### src/sv/bnlj_pkg.sv
// Shared types, constants and helpers for the block nested-loop equi-join core.
// No dependencies.
package bnlj_pkg;

	localparam int OUTER_SLOTS = 64;
	localparam int MAX_ARITY   = 4;
	localparam int ATTR_W      = 32;
	localparam int SLOT_W      = 6;
	localparam int CNT_W       = 7;
	localparam int MERGED_N    = 8;

	typedef logic [3:0][ATTR_W-1:0] tuple_t;
	typedef logic [MERGED_N-1:0][ATTR_W-1:0] merged_t;

	typedef enum logic [1:0] {
		OP_LOAD  = 2'd0,
		OP_PROBE = 2'd1,
		OP_CLEAR = 2'd2,
		OP_NONE  = 2'd3
	} op_t;

	typedef enum logic [2:0] {
		REG_OUTER_KEY   = 3'd0,
		REG_INNER_KEY   = 3'd1,
		REG_OUTER_ARITY = 3'd2,
		REG_INNER_ARITY = 3'd3,
		REG_OUTER_FIRST = 3'd4
	} reg_idx_t;

	typedef enum logic [1:0] {
		ST_IDLE,
		ST_SCAN,
		ST_FLUSH
	} state_t;

	function automatic logic [2:0] eff_arity(input logic [2:0] a);
		if (a == 3'd0) return 3'd1;
		if (a > 3'(MAX_ARITY)) return 3'(MAX_ARITY);
		return a;
	endfunction

	function automatic logic [ATTR_W-1:0] attr_at(input tuple_t t, input logic [1:0] col,
		input logic [2:0] ar);
		if (ar > {1'b0, col}) return t[col];
		return '0;
	endfunction

endpackage

### src/sv/bnlj_merge.sv
// Builds the merged result tuple from an outer and an inner tuple.
// Depends on bnlj_pkg.
module bnlj_merge import bnlj_pkg::*; (
	input  tuple_t      outer_tuple,
	input  tuple_t      inner_tuple,
	input  logic [2:0]  outer_arity,
	input  logic [2:0]  inner_arity,
	input  logic        outer_first,
	output merged_t     merged
);

	tuple_t     first_t;
	tuple_t     second_t;
	logic [2:0] fa;
	logic [2:0] sa;

	assign first_t  = outer_first ? outer_tuple : inner_tuple;
	assign second_t = outer_first ? inner_tuple : outer_tuple;
	assign fa       = outer_first ? outer_arity : inner_arity;
	assign sa       = outer_first ? inner_arity : outer_arity;

	always_comb begin
		logic [3:0] kk;
		logic [3:0] idx;
		for (int k = 0; k < MERGED_N; k++) begin
			kk  = 4'(k);
			idx = kk - {1'b0, fa};
			if (kk < {1'b0, fa}) begin
				merged[k] = first_t[kk[1:0]];
			end else if (idx < {1'b0, sa}) begin
				merged[k] = second_t[idx[1:0]];
			end else begin
				merged[k] = '0;
			end
		end
	end

endmodule

### config.mk
export PLATFORM = sky130hd
export DESIGN_NAME = bnlj_merge
export DESIGN_NICKNAME = d
export VERILOG_FILES = /design/src/sv/bnlj_pkg.sv /design/src/sv/bnlj_merge.sv
export SDC_FILE = /design/constraint.sdc
export NUM_CORES = 1
export LEC_CHECK = 0
export ABC_AREA = 1
export BUFFER_PORTS_ARGS = -buffer_cell sky130_fd_sc_hd__buf_4
export CAP_MARGIN = 20
export CORE_AREA = 2 2 202 204
export DETAILED_ROUTE_END_ITERATION = 12
export DIE_AREA = 0 0 204 206
export GPL_ROUTABILITY_DRIVEN = 0
export SYNTH_ARGS = -nofsm -noshare
export SYNTH_HDL_FRONTEND = slang
export SYNTH_SLANG_ARGS = --single-unit
### constraint.sdc
create_clock -name vclk -period 3.33
set_clock_uncertainty 0.1 [all_clocks]
set_input_delay 0.1665 -clock vclk [all_inputs]
set_output_delay 0.1665 -clock vclk [all_outputs]
set_load 0.02 [all_outputs]
# Word-level counts from Yosys, hierarchy flattened
# Cells that the tools add are included.
[word_totals] ff_bits=0 elab_cells=66
[op_classes] add_sub_neg=8 magnitude_cmp=23 mux=35
[op_table] cell="32-bit two-way mux" count=23
[op_table] cell="32-bit binary-select mux with 2-bit select" count=8
[op_table] cell="128-bit two-way mux" count=2
[op_table] cell="4-bit by 3-bit less-than comparator with 1-bit output" count=8
[op_table] cell="2-bit by 3-bit less-than comparator with 1-bit output (second input constant)" count=8
[op_table] cell="3-bit by 3-bit subtractor with 4-bit output (first input constant)" count=4
[op_table] cell="3-bit less-than comparator (first input constant)" count=3
[op_table] cell="1-bit by 3-bit subtractor with 4-bit output (first input constant)" count=2
[op_table] cell="2-bit by 3-bit subtractor with 4-bit output (first input constant)" count=2
[op_table] cell="1-bit by 3-bit less-than comparator with 1-bit output (first input constant)" count=2
[op_table] cell="2-bit by 3-bit less-than comparator with 1-bit output (first input constant)" count=2
[op_table] cell="3-bit two-way mux" count=2

# Longest topological paths before layout
# Gate-level depths: netlist of run 1.
[logic_depth] ltp_word=6 mapped_depth=17 mapped_depth_nobuf=13

# Worst setup path after synthesis of run 1
# OpenSTA, ideal clock, no wires.
[synth_path] kind="input to output" start="input outer_first" end="output merged[160] (netlist name)" arrival_time_ps=2374 required_time_ps=3063 setup_slack_ps=690 path_stages=12 n_path_buf=4 path_cell_list="buf_6 buf_6 o21ai_4 clkbuf_1 inv_1 ha_1 inv_1 ha_1 nor2_1 clkbuf_1 nand4_1 nand2_1"
[synth_rtl] element="start: declaration" line_no="bnlj_merge.sv:8" text="input logic outer_first,"
[synth_rtl] element="end: declaration" line_no="bnlj_merge.sv:9" text="output merged_t merged"

==> reports/summary.log, run 1 <==
qor: finish.sequential_cell_area 0 µm²
qor: power_and_ir_drop.pwr-share-clk 0%
qor: worst_setup_path.worst_setup_path_start outer_first
qor: floorplan.die_area 42000 µm²
qor: drt.route.detailed.vias_per_inst 4.96
qor: drt.wl 62100 µm
qor: sta.grt_setup_unrepaired no
qor: power_and_ir_drop.power_leakage 0.00913 µW
qor: logic_synthesis.postSynthCellCount 2499
qor: sta.timing_worst_slew_pin_value 769 ps
qor: logic_synthesis.synth_compound_gate_area_share 5.45%
qor: logic_synthesis.synth_simple_gate_area_share 81.7%
qor: sta.period_needed 2870 ps
qor: floorplan.initial_core_utilization 26.5%
qor: drt.route.antenna.remaining_nets 0
qor: global_route.globalRoute.totalOverflow 0
qor: power_and_ir_drop.share_comb_of_total_power 100.0%
qor: logic_synthesis.combinational_family_with_the_most_area_after_synthesis simple AND/OR/NAND/NOR gates
qor: placement.hpwlAfterDp 50600 µm
qor: finish.post_layout_nonfiller_instances 3410
qor: drt.route.vias.total 16904
qor: drt.post-route-drc-count 0
qor: floorplan.dieWidth 204 µm
qor: worst_setup_path.crit_cells 13
qor: logic_synthesis.post_synth_mux_area_share 0%
qor: job.maxCapViolCount 0
qor: placement.place_inst 3406
qor: power_and_ir_drop.cell_internal_pwr 1460 µW
qor: sta.final_hold_viol_count 0
qor: finish.mostFrequentLayoutCell nand2_1
qor: worst_setup_path.timing.critical_path.to merged[206]
qor: logic_synthesis.synthDistinctLibCells 23
qor: floorplan.floorplan.io_pins 519
qor: min_path.hp-class input pin to output port
qor: power_and_ir_drop.swShare 64.5%
qor: sta.max_freq 349 MHz
qor: global_route.grt_antenna_before_repair 3
qor: sta.final_min_period_over_clock_period 86.1%
qor: drt.avgRoutedWirePerCell 18.2 µm
qor: floorplan.row_count 74
qor: logic_synthesis.number_of_synthesis_warnings 0
qor: finish.nets_finish 3158
qor: power_and_ir_drop.ir_drop 120 µV
qor: worst_setup_path.cp.arrival 2600 ps
qor: global_route.grt_first_pass_wirelength 88400 µm
qor: status.status completed
qor: worst_setup_path.critical_path.startpoint_type input pin
qor: sta.finalSetupViolations 0
qor: finish.multiInputGateArea 9540 µm²
qor: global_route.first_global_vias 14870
qor: finish.area_delta_synth_final 38.4%
qor: finish.drive_gt1_share 20.3%
qor: drt.drt_pre_antenna_iters 6
qor: finish.layout.sequential_cells 0
qor: worst_setup_path.path_cells buf_6, nand2_1, o21ai_4, buf_4, ha_1, buf_4, nand2_1, nand2_1, a21oi_4, buf_12, nand2_1, nand2_1, buf_4
qor: worst_setup_path.critical_path_class input pin to output port
qor: finish.n_clock_buffer 0
qor: worst_setup_path.cp.buffers_inverters 5
qor: logic_synthesis.syn_area 10700 µm²
qor: logic_synthesis.syn_avg_cell_area 4.26 µm²
qor: worst_setup_path.cpLargestDelayFamily buffers and inverters
qor: logic_synthesis.post_synth_xor_area_fraction 0%
qor: sta.max-slew-margin-rel 48.8%
qor: sta.timing.setup.tns 0 ps
qor: power_and_ir_drop.power.density 280 nW/µm²
qor: worst_setup_path.cp_slowest_cell buf_4
qor: worst_setup_path.req_time_crit_path 3060 ps
qor: worst_setup_path.critical_path_peak_fanout 68
qor: finish.fillers 4796
qor: power_and_ir_drop.seq_power_share 0%
qor: worst_setup_path.worst_setup_path_end_kind output port
qor: finish.commonest_cells_after_routing_fill_and_taps_aside nand2_1 (1674), buf_4 (544), nand3_1 (259)
qor: logic_synthesis.seq_area_frac_synth 0%
qor: logic_synthesis.synth.net_count 2780
qor: cts.post-cts-setup-buffer-count 0
qor: floorplan.die_height 206 µm
qor: drt.detailed_router_s_first_iteration_violation_count 1402
qor: floorplan.placeableCoreArea 40200 µm²
qor: cts.cts_hold_buffers 0
qor: global_route.grt_max_degree 134
qor: worst_setup_path.cp_common_cell nand2_1
qor: sta.finalMaxSlewViolations 0
qor: logic_synthesis.synth_fa_ha_area_share 2.11%
qor: power_and_ir_drop.netSwitchingPower 2660 µW
qor: global_route.gr-usage-all-layers 27.4%
qor: placement.io_buffers 519
qor: worst_setup_path.critical-path-max-stage-delay 630 ps
qor: cts.cts.repair.resized 0
per-layer routing:
metal / vias to the layer above / global-route usage [%] / wire (µm)
li1: 8543 / - / -
met1: 7475 / 29.6 / 22100
met2: 759 / 53.6 / 32600
met3: 127 / 3.23 / 4470
met4: 0 / 11.4 / 2930
met5: - / 0 / 0
cells in the mapped netlist, drive strengths merged:
cell type	count	area, µm²
nor2	164	616
o21ai	99	511
inv	24	95.1
clkinv	1	3.75
buf	133	842
and3b	32	280
ha	18	225
a21oi	5	70.1
clkbuf	53	199
nand4	32	200
nand2	1679	6320
nand3	259	1300
area by class of cell:
type,instances,share of cell area [%]
Multi-Input combinational cell,2288,64.7
Inverter,25,0.687
Timing Repair Buffer,562,30.1
Tap cell,532,4.51
Antenna cell,3,0.0509
worst min-delay path by stage:
| stage | end | startpoint | slack, ps | depth (start not counted) |
|---|---|---|---|---|
| 6_report | merged[102] | inner_tuple[102] | 610 | 4 |
| 5_1_grt | merged[124] | inner_tuple[124] | 630 | 4 |
| 4_1_cts | merged[102] | inner_tuple[102] | 610 | 4 |
| 3_5_place_dp | merged[102] | inner_tuple[102] | 610 | 4 |
| 3_3_place_gp | merged[116] | inner_tuple[116] | 610 | 4 |
| 2_1_floorplan | merged[100] | inner_tuple[100] | 480 | 2 |
power by group through the flow:
stage / Combinational, µW / Sequential [µW] / Clock, µW
finish: 4130 / 0 / 0.000121
global route: 4470 / 0 / 0
CTS: 4130 / 0 / 0
detailed placement: 4120 / 0 / 0
global placement: 4120 / 0 / 0
floorplan: 2400 / 0 / 0
through the flow:
step,hold slack [ps],power [µW],cell area [µm²],utilization [%],setup WS (ps)
after floorplan,476,2400,10700,-,690
after global placement,614,4120,14700,36.6,534
after detailed placement,612,4120,14700,36.6,506
after CTS,613,4130,14700,36.6,502
after global routing,630,4470,14700,36.7,297
final,614,4130,14800,36.7,462
cell families (layout without fill, tap and decap cells):
family,after synthesis,in the layout
other,0,3
AOI/OAI and AO/OA,104,104
buffers and inverters,211,587
and+or+nand+nor,2166,2166
adders and majority gates,18,18
Note: power is estimated with default switching activity, not from simulation.
==> run 2, diff against run 1 <==
--- a/config.mk
+++ b/config.mk
@@ -8,10 +8,11 @@
 export ABC_AREA = 1
 export BUFFER_PORTS_ARGS = -buffer_cell sky130_fd_sc_hd__buf_4
 export CAP_MARGIN = 20
-export CORE_AREA = 2 2 202 204
+export CORE_AREA = 2 2 203 205
 export DETAILED_ROUTE_END_ITERATION = 12
-export DIE_AREA = 0 0 204 206
+export DIE_AREA = 0 0 205 207
 export GPL_ROUTABILITY_DRIVEN = 0
+export SLEW_MARGIN = 20
 export SYNTH_ARGS = -nofsm -noshare
 export SYNTH_HDL_FRONTEND = slang
 export SYNTH_SLANG_ARGS = --single-unit
==> run 2 against run 1 <==
Non-clock buffer count down 7. Design area fell by 0.98%. Global-route usage grew 0.50 points. Power decreased by 0.47%. Highest routed layer is now met5.
==> reports/summary.log, run 2 (synthesis results as in run 1) <==
qor: floorplan.initial_core_utilization 26.4% [-0.12 points]
qor: global_route.grt_antenna_before_repair 3 [unchanged]
qor: cts.cts.repair.resized 0 [unchanged]
qor: worst_setup_path.cp.buffers_inverters 5 [unchanged]
qor: drt.route.antenna.remaining_nets 0 [unchanged]
qor: sta.timing_worst_slew_pin_value 910 ps [+141 ps]
qor: sta.timing.setup.tns 0 ps [unchanged]
qor: drt.route.vias.total 17023 [+0.70%]
qor: global_route.grt_first_pass_wirelength 91600 µm [+3.7%]
qor: finish.layout.sequential_cells 0 [unchanged]
qor: cts.cts_hold_buffers 0 [unchanged]
qor: floorplan.die_height 207 µm [+0.49%]
qor: finish.nets_finish 3151 [-0.22%]
qor: min_path.hp-class input pin to output port
qor: sta.period_needed 2920 ps [+52.7 ps]
qor: drt.post-route-drc-count 0 [unchanged]
qor: worst_setup_path.critical_path_peak_fanout 32 [-53%]
qor: floorplan.die_area 42400 µm² [+0.98%]
qor: worst_setup_path.cp.arrival 2650 ps [+50 ps]
qor: worst_setup_path.req_time_crit_path 3060 ps [about the same]
qor: worst_setup_path.worst_setup_path_end_kind output port
qor: placement.place_inst 3400 [-0.18%]
qor: finish.mostFrequentLayoutCell nand2_1
qor: worst_setup_path.critical_path_class input pin to output port
qor: sta.finalMaxSlewViolations 0 [unchanged]
qor: sta.max_freq 342 MHz [-1.8%]
qor: status.status completed
qor: drt.drt_pre_antenna_iters 6 [unchanged]
qor: min_path.worstHoldStart inner_tuple[108]
qor: floorplan.row_count 74 [unchanged]
qor: worst_setup_path.path_cells buf_6, nand2_1, o21ai_4, inv_2, ha_2, inv_1, ha_2, ha_1, nor2_1, nand2_1, a21oi_4, buf_4, nand2_1, nand2_1, buf_4
qor: floorplan.dieWidth 205 µm [+0.49%]
qor: power_and_ir_drop.power.density 281 nW/µm² [+0.52%]
qor: job.maxCapViolCount 0 [unchanged]
qor: placement.io_buffers 519 [unchanged]
qor: global_route.globalRoute.totalOverflow 0 [unchanged]
qor: global_route.first_global_vias 15188 [+2.1%]
qor: floorplan.placeableCoreArea 40400 µm² [+0.46%]
qor: drt.detailed_router_s_first_iteration_violation_count 1638 [+17%]
qor: finish.commonest_cells_after_routing_fill_and_taps_aside nand2_1 (1674), buf_4 (544), nand3_1 (259)
qor: drt.route.detailed.vias_per_inst 5.01 [+0.97%]
qor: cts.post-cts-setup-buffer-count 0 [unchanged]
qor: finish.area_delta_synth_final 37.1%
qor: worst_setup_path.critical_path.startpoint_type input pin
qor: worst_setup_path.critical-path-max-stage-delay 380 ps [-250 ps]
qor: finish.n_clock_buffer 0 [unchanged]
qor: sta.finalSetupViolations 0 [unchanged]
qor: drt.avgRoutedWirePerCell 18.6 µm [+2.0%]
qor: min_path.min_delay_path_depth 4 [unchanged]
qor: finish.fillers 4769 [-0.56%]
qor: finish.drive_gt1_share 20.1% [-0.19 points]
qor: placement.hpwlAfterDp 50900 µm [+0.49%]
qor: drt.wl 63200 µm [+1.7%]
qor: global_route.grt_max_degree 161 [+20%]
qor: floorplan.floorplan.io_pins 519 [unchanged]
qor: sta.max-slew-margin-rel 39.3% [-9.4 points]
qor: worst_setup_path.cp_slowest_cell buf_4
qor: sta.final_min_period_over_clock_period 87.7% [+1.6 points]
qor: finish.sequential_cell_area 0 µm² [unchanged]
qor: global_route.gr-usage-all-layers 27.9% [+0.50 points]
qor: worst_setup_path.cpLargestDelayFamily buffers and inverters
qor: sta.grt_setup_unrepaired no
qor: min_path.timing.hold.worst_endpoint merged[108]
qor: worst_setup_path.cp_common_cell nand2_1
qor: sta.final_hold_viol_count 0 [unchanged]
qor: power_and_ir_drop.ir_drop 216 µV [+79%]
qor: finish.post_layout_nonfiller_instances 3401 [-0.26%]
qor: power_and_ir_drop.power_leakage 0.00906 µW [-0.73%]
-- run 2: changes by cell type in the layout (fill, tap and decap cells not counted) --
cell     change
buf_12       -7
diode_2      -2
-- run 2: worst max-delay path by stage --
stage	cells after the start	endpoint	from	slack [ps]
5_1_grt	15	merged[12]	outer_first	230
6_report	15	merged[13]	outer_first	410
3_3_place_gp	15	merged[9]	outer_first	510
4_1_cts	15	merged[13]	outer_first	450
2_1_floorplan	12	merged[160]	outer_first	690
3_5_place_dp	15	merged[13]	outer_first	450
-- run 2: area by class of cell --
| cell class | instances | area [µm²] | share of cell area [%] |
|---|---|---|---|
| multi-input combinational | 2288 | 9540 | 65.3 |
| timing repair buffer | 555 | 4300 | 29.4 |
| tap | 532 | 666 | 4.56 |
| inverter | 25 | 101 | 0.694 |
| antenna | 1 | 2.50 | 0.0171 |
-- run 2: worst min-delay path, stage by stage --
cell     delay, ps
buf_4           80
nor2_1          40
o21ai_1        110
buf_4          140
-- run 2: metrics by stage --
stage / total power [µW] / util [%] / hold slack [ps] / instance area, µm² / setup WS (ps)
after floorplan: 2400 / - / 476 / 10700 / 690
after global placement: 4100 / 36.2 / 613 / 14600 / 508
after detailed placement: 4090 / 36.2 / 608 / 14600 / 454
after CTS: 4110 / 36.2 / 609 / 14600 / 450
after global routing: 4450 / 36.2 / 626 / 14600 / 228
final: 4110 / 36.2 / 607 / 14600 / 410
-- run 2: report_power, final --
group,switching (µW),total (µW),internal [µW]
clock network,0,0.0000401,0.0000401
logic,2680,4110,1430
registers,0,0,0
total,2680,4110,1430
-- run 2: layer usage --
layer,global-route usage [%],share of wire [%],vias to the layer above
met2,52.6,52,819
li1,-,-,8524
met5,0,0.036,-
met4,14.2,5.9,4
met3,2.53,6.7,160
met1,30.6,36,7516
